**config.mk**
```make
export PLATFORM = sky130hd
export DESIGN_NAME = refcounted_handle_tracker
export DESIGN_NICKNAME = d
export VERILOG_FILES = /design/src/hw/rtl/rht_pkg.sv /design/src/hw/rtl/refcounted_handle_tracker.sv /design/src/hw/rtl/rht_entry_mem.sv /design/src/hw/rtl/rht_ctrl.sv
export SDC_FILE = /design/constraint.sdc
export NUM_CORES = 2
export LEC_CHECK = 0
export ABC_AREA = 1
export BUFFER_PORTS_ARGS = -buffer_cell sky130_fd_sc_hd__buf_4
export CORE_ASPECT_RATIO = 0.7
export CORE_MARGIN = 4
export CORE_UTILIZATION = 30
export CTS_BUF_LIST = sky130_fd_sc_hd__clkbuf_16
export DETAILED_ROUTE_END_ITERATION = 12
export GPL_TIMING_DRIVEN = 1
export SYNTH_ARGS = -nofsm -noshare
export SYNTH_HDL_FRONTEND = slang
export SYNTH_HIERARCHICAL = 1
export SYNTH_SLANG_ARGS = --single-unit
export TNS_END_PERCENT = 10
```
**constraint.sdc**
```tcl
create_clock -name clk -period 6.3 [get_ports clk]
set_input_delay 1.26 -clock clk [delete_from_list [all_inputs] [get_ports clk]]
set_output_delay 1.26 -clock clk [all_outputs]
set_load 0.01 [all_outputs]
```
**src/hw/rtl/rht_pkg.sv**
```systemverilog
// Shared types for the reference-counted handle tracker.
// Holds operation codes, sequencer states and the result record.
// No dependencies.
`timescale 1ns / 1ps

package rht_pkg;

  localparam int MODE_BITS    = 3;
  localparam int IN_USE_BITS  = 6;
  localparam int OUT_TDATA_W  = 8;

  typedef enum logic [MODE_BITS-1:0] {
    MODE_REGISTER   = 3'd0,
    MODE_UNREGISTER = 3'd1,
    MODE_ADD_REF    = 3'd2,
    MODE_DROP_REF   = 3'd3,
    MODE_CHECK      = 3'd4,
    MODE_MARK       = 3'd5
  } mode_t;

  typedef enum logic [2:0] {
    ST_IDLE,
    ST_SCAN,
    ST_UPDATE,
    ST_MOVE_RD,
    ST_MOVE_WR,
    ST_DONE
  } st_t;

  typedef struct packed {
    logic                   ok;
    logic [IN_USE_BITS-1:0] in_use;
  } res_t;

endpackage

```
**src/hw/rtl/refcounted_handle_tracker.sv**
```systemverilog
// Top level of the reference-counted handle tracker: stream ports, enable
// register and result register. Depends on rht_pkg, rht_ctrl, rht_entry_mem.
//
//  channel  dir  group                      tdata                   tuser
//  in       in   in_tvalid/tready/tdata/user handle                  mode, handle_plausible
//  out      out  out_tvalid/tready/tdata/user entries_in_use (zero pad) ok
//  cfg      in   cfg_wr_en/cfg_wr_data      tracking_enabled        -
//
// When an item searches the table, it compares one entry per cycle through the
// single read port; an unregister that finds its handle then moves the last
// entry into the freed slot.
// Reset (synchronous, rst_n low) empties the table and disables tracking; no
// clearing pass is needed. in_tready is low while an item is at work; a full
// result register holds the finished item until out_tready.
`timescale 1ns / 1ps

module refcounted_handle_tracker
  import rht_pkg::*;
#(
  parameter int MAX_ENTRIES = 32,
  parameter int HANDLE_BITS = 48,
  parameter int REF_BITS    = 16
) (
  input  logic                                clk,
  input  logic                                rst_n,
  input  logic                                cfg_wr_en,
  input  logic                                cfg_wr_data,   // tracking_enabled
  input  logic                                in_tvalid,
  output logic                                in_tready,
  input  logic [((HANDLE_BITS+7)/8)*8-1:0]    in_tdata,      // handle
  input  logic [MODE_BITS:0]                  in_tuser,      // mode, handle_plausible
  output logic                                out_tvalid,
  input  logic                                out_tready,
  output logic [OUT_TDATA_W-1:0]              out_tdata,     // entries_in_use
  output logic                                out_tuser      // ok
);

  localparam int AW = (MAX_ENTRIES > 1) ? $clog2(MAX_ENTRIES) : 1;
  localparam int CW = $clog2(MAX_ENTRIES + 1);
  localparam int DW = 1 + REF_BITS + HANDLE_BITS;

  logic          tracking_en_r;
  logic          out_valid_r;
  res_t          out_res_r;
  logic          res_valid;
  logic          res_ready;
  res_t          res;
  logic          mem_wr_en;
  logic [AW-1:0] mem_wr_addr;
  logic [DW-1:0] mem_wr_data;
  logic          mem_rd_en;
  logic [AW-1:0] mem_rd_addr;
  logic [DW-1:0] mem_rd_data;

  always_ff @(posedge clk) begin
    if (!rst_n) begin
      tracking_en_r <= 1'b0;
    end else if (cfg_wr_en) begin
      tracking_en_r <= cfg_wr_data;
    end
  end

  assign res_ready = !out_valid_r || out_tready;

  always_ff @(posedge clk) begin
    if (!rst_n) begin
      out_valid_r <= 1'b0;
    end else if (res_valid && res_ready) begin
      out_valid_r <= 1'b1;
    end else if (out_tready) begin
      out_valid_r <= 1'b0;
    end
  end

  always_ff @(posedge clk) begin
    if (res_valid && res_ready) begin
      out_res_r <= res;
    end
  end

  assign out_tvalid = out_valid_r;
  assign out_tdata  = OUT_TDATA_W'(out_res_r.in_use);
  assign out_tuser  = out_res_r.ok;

  rht_ctrl #(
    .MAX_ENTRIES (MAX_ENTRIES),
    .HANDLE_BITS (HANDLE_BITS),
    .REF_BITS    (REF_BITS),
    .AW          (AW),
    .CW          (CW),
    .DW          (DW)
  ) u_ctrl (
    .clk           (clk),
    .rst_n         (rst_n),
    .tracking_en   (tracking_en_r),
    .cmd_valid     (in_tvalid),
    .cmd_ready     (in_tready),
    .cmd_mode      (mode_t'(in_tuser[MODE_BITS-1:0])),
    .cmd_handle    (in_tdata[HANDLE_BITS-1:0]),
    .cmd_plausible (in_tuser[MODE_BITS]),
    .res_valid     (res_valid),
    .res_ready     (res_ready),
    .res           (res),
    .mem_wr_en     (mem_wr_en),
    .mem_wr_addr   (mem_wr_addr),
    .mem_wr_data   (mem_wr_data),
    .mem_rd_en     (mem_rd_en),
    .mem_rd_addr   (mem_rd_addr),
    .mem_rd_data   (mem_rd_data)
  );

  rht_entry_mem #(
    .DEPTH (MAX_ENTRIES),
    .AW    (AW),
    .DW    (DW)
  ) u_mem (
    .clk     (clk),
    .wr_en   (mem_wr_en),
    .wr_addr (mem_wr_addr),
    .wr_data (mem_wr_data),
    .rd_en   (mem_rd_en),
    .rd_addr (mem_rd_addr),
    .rd_data (mem_rd_data)
  );

endmodule

```
**src/hw/rtl/rht_entry_mem.sv**
```systemverilog
// Entry store of the handle tracker: one write port, one registered read port.
// Word holds {marked, refs, handle}. No package dependencies.
`timescale 1ns / 1ps

module rht_entry_mem #(
  parameter int DEPTH = 32,
  parameter int AW    = 5,
  parameter int DW    = 65
) (
  input  logic          clk,
  input  logic          wr_en,
  input  logic [AW-1:0] wr_addr,
  input  logic [DW-1:0] wr_data,
  input  logic          rd_en,
  input  logic [AW-1:0] rd_addr,
  output logic [DW-1:0] rd_data
);

  logic [DW-1:0] mem [DEPTH];
  logic [DW-1:0] rd_data_r;

  always_ff @(posedge clk) begin
    if (wr_en) begin
      mem[wr_addr] <= wr_data;
    end
  end

  always_ff @(posedge clk) begin
    if (rd_en) begin
      rd_data_r <= mem[rd_addr];
    end
  end

  assign rd_data = rd_data_r;

endmodule

```
**src/hw/rtl/rht_ctrl.sv**
```systemverilog
// Sequencer of the handle tracker: linear search with one shared comparator,
// saturating count update, and last-entry move on unregister.
// Depends on rht_pkg.
`timescale 1ns / 1ps

module rht_ctrl
  import rht_pkg::*;
#(
  parameter int MAX_ENTRIES = 32,
  parameter int HANDLE_BITS = 48,
  parameter int REF_BITS    = 16,
  parameter int AW          = 5,
  parameter int CW          = 6,
  parameter int DW          = 65
) (
  input  logic                   clk,
  input  logic                   rst_n,
  input  logic                   tracking_en,
  input  logic                   cmd_valid,
  output logic                   cmd_ready,
  input  mode_t                  cmd_mode,
  input  logic [HANDLE_BITS-1:0] cmd_handle,
  input  logic                   cmd_plausible,
  output logic                   res_valid,
  input  logic                   res_ready,
  output res_t                   res,
  output logic                   mem_wr_en,
  output logic [AW-1:0]          mem_wr_addr,
  output logic [DW-1:0]          mem_wr_data,
  output logic                   mem_rd_en,
  output logic [AW-1:0]          mem_rd_addr,
  input  logic [DW-1:0]          mem_rd_data
);

  st_t                   state_r, state_nxt;
  mode_t                 mode_r, mode_nxt;
  logic [HANDLE_BITS-1:0] handle_r, handle_nxt;
  logic                  hit_r, hit_nxt;
  logic [AW-1:0]         hit_idx_r, hit_idx_nxt;
  logic [DW-1:0]         hit_word_r, hit_word_nxt;
  logic                  ok_r, ok_nxt;
  logic [CW-1:0]         count_r, count_nxt;
  logic [CW-1:0]         scan_idx_r, scan_idx_nxt;
  logic                  rd_pend_r, rd_pend_nxt;
  logic [AW-1:0]         pend_idx_r, pend_idx_nxt;

  logic                  cmd_fire;
  logic                  lk_ok;
  logic                  need_search;
  logic                  imm_ok;
  logic                  scan_more;
  logic                  hit_now;
  logic                  scan_miss;
  logic [REF_BITS-1:0]   cur_refs;
  logic                  cur_mark;
  logic                  step_down;
  logic [REF_BITS-1:0]   refs_step;
  logic [REF_BITS-1:0]   refs_inc;
  logic [REF_BITS-1:0]   refs_dec;

  assign cmd_ready = (state_r == ST_IDLE);
  assign cmd_fire  = cmd_valid && cmd_ready;
  assign lk_ok     = (cmd_handle != '0) && cmd_plausible;

  always_comb begin
    need_search = 1'b0;
    imm_ok      = 1'b0;
    case (cmd_mode)
      MODE_REGISTER, MODE_CHECK: begin
        if (lk_ok && !tracking_en) begin
          imm_ok = 1'b1;
        end else if (lk_ok) begin
          need_search = 1'b1;
        end
      end
      MODE_UNREGISTER: begin
        need_search = (cmd_handle != '0);
      end
      MODE_ADD_REF, MODE_DROP_REF: begin
        if (!tracking_en) begin
          imm_ok = 1'b1;
        end else begin
          need_search = lk_ok;
        end
      end
      MODE_MARK: begin
        need_search = lk_ok;
      end
      default: begin
        need_search = 1'b0;
      end
    endcase
  end

  assign scan_more = (scan_idx_r < count_r);
  assign hit_now   = (state_r == ST_SCAN) && rd_pend_r &&
                     (mem_rd_data[HANDLE_BITS-1:0] == handle_r);
  assign scan_miss = (state_r == ST_SCAN) && !rd_pend_r && !scan_more;

  // shared count unit
  assign cur_refs  = hit_word_r[HANDLE_BITS +: REF_BITS];
  assign cur_mark  = hit_word_r[DW-1];
  assign step_down = (mode_r == MODE_DROP_REF);
  assign refs_step = step_down ? (cur_refs - 1'b1) : (cur_refs + 1'b1);
  assign refs_inc  = (&cur_refs) ? cur_refs : refs_step;
  assign refs_dec  = (cur_refs == '0) ? cur_refs : refs_step;

  always_comb begin
    state_nxt = state_r;
    case (state_r)
      ST_IDLE: begin
        if (cmd_fire) begin
          state_nxt = need_search ? ST_SCAN : ST_DONE;
        end
      end
      ST_SCAN: begin
        if (hit_now || scan_miss) begin
          state_nxt = ST_UPDATE;
        end
      end
      ST_UPDATE: begin
        state_nxt = (mode_r == MODE_UNREGISTER && hit_r) ? ST_MOVE_RD : ST_DONE;
      end
      ST_MOVE_RD: begin
        state_nxt = ST_MOVE_WR;
      end
      ST_MOVE_WR: begin
        state_nxt = ST_DONE;
      end
      ST_DONE: begin
        if (res_ready) begin
          state_nxt = ST_IDLE;
        end
      end
      default: begin
        state_nxt = ST_IDLE;
      end
    endcase
  end

  always_comb begin
    mode_nxt     = mode_r;
    handle_nxt   = handle_r;
    hit_nxt      = hit_r;
    hit_idx_nxt  = hit_idx_r;
    hit_word_nxt = hit_word_r;
    ok_nxt       = ok_r;
    count_nxt    = count_r;
    scan_idx_nxt = scan_idx_r;
    rd_pend_nxt  = 1'b0;
    pend_idx_nxt = pend_idx_r;
    mem_wr_en    = 1'b0;
    mem_wr_addr  = hit_idx_r;
    mem_wr_data  = hit_word_r;
    mem_rd_en    = 1'b0;
    mem_rd_addr  = scan_idx_r[AW-1:0];
    res_valid    = 1'b0;
    case (state_r)
      ST_IDLE: begin
        if (cmd_fire) begin
          mode_nxt     = cmd_mode;
          handle_nxt   = cmd_handle;
          hit_nxt      = 1'b0;
          ok_nxt       = imm_ok;
          scan_idx_nxt = '0;
        end
      end
      ST_SCAN: begin
        if (hit_now) begin
          hit_nxt      = 1'b1;
          hit_idx_nxt  = pend_idx_r;
          hit_word_nxt = mem_rd_data;
        end
        mem_rd_en = scan_more && !hit_now;
        if (mem_rd_en) begin
          scan_idx_nxt = scan_idx_r + 1'b1;
          rd_pend_nxt  = 1'b1;
          pend_idx_nxt = scan_idx_r[AW-1:0];
        end
      end
      ST_UPDATE: begin
        ok_nxt = 1'b0;
        case (mode_r)
          MODE_REGISTER: begin
            if (hit_r) begin
              mem_wr_en   = 1'b1;
              mem_wr_data = {cur_mark, refs_inc, hit_word_r[HANDLE_BITS-1:0]};
              ok_nxt      = 1'b1;
            end else if (count_r != CW'(MAX_ENTRIES)) begin
              mem_wr_en   = 1'b1;
              mem_wr_addr = count_r[AW-1:0];
              mem_wr_data = {1'b0, REF_BITS'(1), handle_r};
              count_nxt   = count_r + 1'b1;
              ok_nxt      = 1'b1;
            end
          end
          MODE_UNREGISTER: begin
            ok_nxt = hit_r;
          end
          MODE_ADD_REF: begin
            if (hit_r && !cur_mark) begin
              mem_wr_en   = 1'b1;
              mem_wr_data = {cur_mark, refs_inc, hit_word_r[HANDLE_BITS-1:0]};
              ok_nxt      = 1'b1;
            end
          end
          MODE_DROP_REF: begin
            if (hit_r) begin
              mem_wr_en   = 1'b1;
              mem_wr_data = {cur_mark, refs_dec, hit_word_r[HANDLE_BITS-1:0]};
              ok_nxt      = 1'b1;
            end
          end
          MODE_CHECK: begin
            ok_nxt = hit_r && !cur_mark && (cur_refs != '0);
          end
          MODE_MARK: begin
            if (hit_r) begin
              mem_wr_en   = 1'b1;
              mem_wr_data = {1'b1, hit_word_r[DW-2:0]};
              ok_nxt      = 1'b1;
            end
          end
          default: begin
            ok_nxt = 1'b0;
          end
        endcase
      end
      ST_MOVE_RD: begin
        mem_rd_en   = 1'b1;
        mem_rd_addr = AW'(count_r - 1'b1);
      end
      ST_MOVE_WR: begin
        mem_wr_en   = 1'b1;
        mem_wr_data = mem_rd_data;
        count_nxt   = count_r - 1'b1;
      end
      ST_DONE: begin
        res_valid = 1'b1;
      end
      default: begin
        res_valid = 1'b0;
      end
    endcase
  end

  assign res.ok     = ok_r;
  assign res.in_use = IN_USE_BITS'(count_r);

  always_ff @(posedge clk) begin
    if (!rst_n) begin
      state_r   <= ST_IDLE;
      count_r   <= '0;
      rd_pend_r <= 1'b0;
    end else begin
      state_r   <= state_nxt;
      count_r   <= count_nxt;
      rd_pend_r <= rd_pend_nxt;
    end
  end

  always_ff @(posedge clk) begin
    mode_r     <= mode_nxt;
    handle_r   <= handle_nxt;
    hit_r      <= hit_nxt;
    hit_idx_r  <= hit_idx_nxt;
    hit_word_r <= hit_word_nxt;
    ok_r       <= ok_nxt;
    scan_idx_r <= scan_idx_nxt;
    pend_idx_r <= pend_idx_nxt;
  end

  a_count_bound: assert property (@(posedge clk) disable iff (!rst_n)
    count_r <= CW'(MAX_ENTRIES))
    else $error("entry count above table depth");

  a_count_hold: assert property (@(posedge clk) disable iff (!rst_n)
    (state_r != ST_UPDATE && state_r != ST_MOVE_WR) |=> $stable(count_r))
    else $error("entry count changed outside update");

  a_move_dec: assert property (@(posedge clk) disable iff (!rst_n)
    (state_r == ST_MOVE_WR) |=> (count_r == $past(count_r) - 1'b1))
    else $error("unregister did not drop the count");

  a_move_hit: assert property (@(posedge clk) disable iff (!rst_n)
    (state_r == ST_MOVE_RD) |-> (hit_r && mode_r == MODE_UNREGISTER && count_r != '0))
    else $error("entry move without a matched unregister");

endmodule
```
# Yosys cells after proc, flatten, opt, wreduce, memory -nomap -nowiden
# Memories as Yosys holds them, arrays and structs flattened. A register that Yosys moved wholly into a read port is not among the register bits.
# Index checks and enable logic that the tools add are counted.
[word_totals] ram_bits=2080 ff_bits=153 memories=1 input_bits=58 output_inout_bits=11 elab_cells=144
[op_classes] n_addsub=5 n_mux=54 magnitude_cmp=1 reduce_logical=43 eq_ne=25
[memory_table] memory="u_mem.mem" words=32 word_bits=65 rd=1 rd_clocked_by_memory_dff=1 write_ports=1 line_no="rht_entry_mem.sv:19" source="logic [DW-1:0] mem [DEPTH];"
[op_table] op="$pmux W65 S4" count=1
[op_table] op="$mux W65" count=3
[op_table] op="$pmux W65 S2" count=1
[op_table] op="$mux W64" count=2
[op_table] op="$eq A48 B48 Y1" count=1
[op_table] op="$mux W16" count=3
[op_table] op="$reduce_bool A48 Y1" count=1
[op_table] op="$mux W6" count=5
[op_table] op="$mux W5" count=5
[op_table] op="$pmux W6 S2" count=2
[op_table] op="$eq A3 B2 Y1 const B" count=6
[op_table] op="$eq A3 B3 Y1 const B" count=6
[op_table] op="$mux W1" count=18
[op_table] op="$pmux W3 S6" count=1
[op_table] op="$add A16 B1 Y16 const B" count=1
[op_table] op="$logic_not A16 Y1" count=1
[op_table] op="$reduce_and A16 Y1" count=1
[op_table] op="$reduce_bool A16 Y1" count=1
[op_table] op="$sub A16 B1 Y16 const B" count=1
[op_table] op="$mux W3" count=5
[op_table] op="$add A6 B1 Y6 const B" count=2
[op_table] op="$logic_and A1 B1 Y1" count=12
[op_table] op="$ne A2 B2 Y1 const B" count=6
[op_table] op="$pmux W1 S2" count=5
[op_table] op="16 further kinds" count=38

# Logic depth before layout (Yosys ltp)
[logic_depth] word_depth=8 mapped_depth=17 ltp_nobuf=16

# Modules after synthesis
# The synthesis kept the hierarchy.
[by_module_without_submodules] mod="rht_entry_mem" cells_per_inst=6866 seq_area_each_um2=64411.8 area_each_um2=85310.6 instances=1
[by_module_without_submodules] mod="rht_ctrl" cells_per_inst=1040 seq_area_each_um2=4224.1 area_each_um2=8604.5 instances=1
[by_module_without_submodules] mod="refcounted_handle_tracker" cells_per_inst=22 seq_area_each_um2=250.2 area_each_um2=316.6 instances=1

# Least setup slack after synthesis
# Ideal clock, no wire load.
[synth_path] path_kind="reg-to-reg" startpoint="register u_ctrl.count_r[0]" endpoint="memory u_mem.mem[4][0], enable pin" setup_time_ns=0.489 t_required_ns=5.811 slack_ns=1.148 arrival_ns=4.663 period_less_slack_ns=5.152 path_buffers=1 stages_incl_launch_ff=15 path_cell_list="dfxtp_1 inv_1 ha_1 nand2_1 nor2_2 nand3_1 nand3_1 nor2_4 inv_2 buf_2 nand2_1 o21ai_0 inv_1 nand3_1 nor2_1"
[synth_between] word_cells_on_any_way=11 cone_classes="eq/ne: 1; mux: 10"
[synth_lines] element="from (decl)" line_no="rht_ctrl.sv:42" source="logic [CW-1:0] count_r, count_nxt;"
[synth_lines] element="from (signal assigned)" line_no="rht_ctrl.sv:257" source="count_r <= count_nxt;"
[synth_lines] element="$ne A6 B6 Y1" line_no="rht_ctrl.sv:189" source="end else if (count_r != CW'(MAX_ENTRIES)) begin"
[synth_lines] element="$mux W5" line_no="rht_ctrl.sv:189"
[synth_lines] element="$mux W5" line_no="rht_ctrl.sv:185" source="if (hit_r) begin"
[synth_lines] element="$mux W5" line_no="rht_ctrl.sv:183" source="case (mode_r)"
[synth_lines] element="$mux W5" line_no="rht_ctrl.sv:158" source="case (state_r)"
[synth_lines] element="named net mem_wr_addr[4]" line_no="refcounted_handle_tracker.sv:49" source="logic [AW-1:0] mem_wr_addr;"
[synth_lines] element="to (decl)" line_no="rht_entry_mem.sv:19"
# The timed path passes the listed nets, and every way through them passes these cells.

# Final worst setup path
[layout_path] startpoint="register u_ctrl.count_r[0]" endpoint="memory u_mem.mem[3][21], enable pin"
[layout_between] elab_chain_len=7 word_cells_on_any_way=11 cone_classes="eq/ne: 1; mux: 10"
[layout_rtl] element="$ne A6 B6 Y1" line_no="rht_ctrl.sv:189"
[layout_rtl] element="$mux W1" line_no="rht_ctrl.sv:189"
[layout_rtl] element="$mux W1" line_no="rht_ctrl.sv:185"
[layout_rtl] element="$pmux W1 S3" line_no="rht_ctrl.sv:183"
[layout_rtl] element="$pmux W1 S2" line_no="rht_ctrl.sv:158"
[layout_rtl] element="named net mem_wr_en" line_no="refcounted_handle_tracker.sv:48" source="logic mem_wr_en;"
[layout_rtl] element="$mux W1" line_no="rht_entry_mem.sv:23" source="if (wr_en) begin"
[layout_rtl] element="$mux W1 (not written as such)" line_no="rht_entry_mem.sv:24" source="mem[wr_addr] <= wr_data;"
# The timed path passes the listed nets, and every way through them passes these cells.

==> impl_metrics.tcl <==
set metrics [dict create \
    portBuffers 66 \
    htree_num_levels 4 \
    syn_to_final_growth_pct 12.5 \
    period_share 0.736 \
    r2r_slack_ns 1.66 \
    reg2reg_depth 15 \
    root_buffer "clkbuf_16" \
    rows 171 \
    numCtsBuffers 201 \
    vias_per_cell 5.16 \
    setup_tns_ns 0 \
    synth_top_area_cell "edfxtp_1" \
    wl_per_cell_um 23.4 \
    timing.critical_path.to "u_mem/mem[3][21]$_DFFE_PP_" \
    gr-total-overflow 0 \
    post-dp-hpwl_mm 146 \
    initial_core_util 0.303 \
    yosys_register_bits 2298 \
    setup_viol 0 \
    cts_hold_buf 0 \
    grt_util_all_layers 0.169 \
    fmax_mhz 216 \
    post_cts_buffers 0 \
    clock_sinks 2298 \
    clk_path_buf_depth 4 \
    synth-seq-area-share 0.731 \
    grt_pass1_vias 58500 \
    avgSynthCellArea_sq_um 11.9 \
    syn_inst 7928 \
    ant_nets 0 \
    worst_path_max_delay_cell "nand3_1" \
    cap_violations 0 \
    fin_skew_ns 0.0562 \
    synthTopCellsByArea "edfxtp_1 73%, nand2_1 11%, nand3_1 9.9%" \
    timing.critical_path.mode_cell "inv_1" \
    vdd_drop_max_uv 467 \
    synthArstFlopShare 0 \
    startpoint "u_ctrl/count_r[0]$_SDFFE_PN0P_" \
    cp_max_fo 23 \
    synth_edf_count 2286 \
    hold_start "u_ctrl/pend_idx_r[0]$_DFFE_PP_" \
    dr.first_iter.drc_count 8577 \
    die_area_sq_mm 0.323 \
    synth_ff_type "edfxtp_1" \
    ioPinCount 69 \
    synth_area_sq_mm 0.0942 \
    drive_above_1_share 0.0767 \
    status "complete, no violations" \
    gp_congestion 0.831 \
    min_path_type "flop to flop" \
    grt_max_degree 208 \
    coreArea_sq_mm 0.311 \
    antenna_found_initial 6 \
    worstMarginPinSlew_ns 1.33 \
    synth_cell_type_count 50 \
    die_height_um 477 \
    critical_path.max_stage_delay_ns 0.73 \
    post_cts_resized 0 \
    reg2reg_to "u_mem/mem[3][21]$_DFFE_PP_" \
    path_class "flop to flop" \
    path_clk_slew_ns 0.07 \
    fin_total_pwr_w 0.0479 \
    cts_tree "done" \
    synthDominantCellAreaShare 0.728 \
    routed_wl_mm 285 \
    timing.final.crit_period_ns 4.64 \
    slew_violations 0 \
    crit_required_ns 6.78 \
    rr_startpoint "u_ctrl/count_r[0]$_SDFFE_PN0P_" \
    final_hold_viol_count 0 \
    critPathLaunchType "flop" \
    synth_warnings 6 \
    end_kind "flop" \
    cp.arrival_ns 5.11 \
    grt_pass1_wl_mm 410 \
    die_w_um 678 \
    crit_chain "inv_1, ha_1, nand2_1, nor2_2, nand3_1, o21ai_0, inv_1, a31oi_1, inv_1, a21oi_1, o21ai_0, nand3_1, nor2_4, buf_4, buf_4" \
    worstSkewPairLatency_ns 0.89 \
    drc_errors 0 \
    dr.pass1.iters 6 \
    vias 63000 \
    p_leak_nw 37.3 \
    rsz0062_at_grt "false" \
    slew_headroom 0.111 \
    final_nets 7997 \
    power_density_mw_per_mm2 452 \
]
critical path, delay by kind of cell (launching register included):
family                   cells  cell delay [ns]
buffers and inverters        5             1.42
AND/OR/NAND/NOR              5             1.34
AO/OA/AOI/OAI                4             0.72
flip-flops                   1             0.43
adder cells (fa/ha/maj)      1             0.26
sequential cells by signal, indices dropped and copies added (netlist names):
signal             count
out_tdata              6
u_ctrl/handle_r       48
u_ctrl/hit_word_r     65
u_ctrl/state_r         3
u_ctrl/scan_idx_r      6
u_ctrl/mode_r          3
u_ctrl/hit_r           1
out_tuser              1
u_ctrl/ok_r            1
u_ctrl/count_r         6
u_mem/mem           2080
u_mem/rd_data         65
out_tvalid             1
tracking_en_r          1
u_ctrl/rd_pend_r       1
u_ctrl/pend_idx_r      5
u_ctrl/hit_idx_r       5
how the worst min path moves through the flow:
stage                                         end  slack (ns)  cells after the start
floorplan           u_ctrl/hit_idx_r[0]$_DFFE_PP_        0.40                      0
detailed placement  u_ctrl/hit_idx_r[3]$_DFFE_PP_        0.42                      0
CTS                 u_ctrl/hit_idx_r[0]$_DFFE_PP_        0.43                      0
global route        u_ctrl/hit_idx_r[4]$_DFFE_PP_        0.44                      0
finish              u_ctrl/hit_idx_r[0]$_DFFE_PP_        0.43                      0
global placement              out_tuser$_DFFE_PP_        0.40                      0
synthesized netlist by cell type, drive strengths merged, types with 2 or more instances:
cell type,instances
nor3,14
o22ai,3
a21boi,2
and2,3
inv,165
edfxtp,2286
a22oi,3
xor2,9
nand3b,2
o21bai,3
nand3,1874
xnor2,10
dfxtp,12
clkbuf,69
a31oi,4
nor2,122
or2,6
buf,403
a21oi,36
o41ai,2
o221ai,32
o21ai,61
ha,27
nand2,2740
o211ai,9
nand4,18
nor4,5
placed cells by master (no fill, tap or decap), drive strengths merged, types with 3 or more instances in the layout:
cell type,instances
a21oi,36
a22oi,3
a31oi,4
and2,3
buf,251
bufinv,10
clkbuf,203
clkinv,83
clkinvlp,4
dfxtp,12
diode,3
edfxtp,2286
ha,27
inv,211
nand2,2740
nand3,1874
nand4,18
nor2,122
nor3,14
nor4,5
o211ai,9
o21ai,61
o21bai,3
o221ai,32
o22ai,3
or2,6
xnor2,10
xor2,9
per-layer routing:
layer	GRT usage	up-vias	wire [um]
li1	-	27900	-
met5	0	-	13
met2	0.252	3384	123000
met4	0.0464	2	7650
met3	0.0379	445	32000
met1	0.248	31200	122000
power by group:
group | switching (W) | internal [W]
clock network | 0.00556 | 0.00624
logic | 0.0125 | 0.00429
registers | 0.000365 | 0.0190
through the flow:
step,util,instance area [sq um],hold WS (ns),setup slack [ns],instances
5_1_grt,0.340,106000,0.435,1.47,12200
4_1_cts,0.340,106000,0.434,1.73,12200
2_1_floorplan,-,94200,0.400,1.15,7929
3_5_place_dp,0.321,99800,0.423,1.78,11900
3_3_place_gp,0.321,99800,0.401,1.75,11900
6_report,0.340,106000,0.427,1.66,12200
final cells by class:
| class | instances | area (sq um) |
|---|---|---|
| multi-input combinational | 4993 | 22600 |
| sequential | 2298 | 68900 |
| fill | 30200 | 205000 |
| inverter | 166 | 664 |
| antenna | 3 | 7.51 |
| clock buffer | 203 | 5080 |
| timing repair buffer | 251 | 2640 |
| clock inverter | 142 | 923 |
| tap | 4152 | 5190 |
cell families (layout without fill, tap and decap cells):
family,count (synthesis),after routing,synth area share
xor gates and xnor gates,19,19,0.00177
DFF,2298,2298,0.731
AOI/OAI and AO/OA,160,160,0.0106
adders and majority gates,28,28,0.00380
other,1,5,0.0000398
and+or+nand+nor,4784,4784,0.217
buffers and inverters,638,762,0.0353
Note: power is estimated with default switching activity, not from simulation.
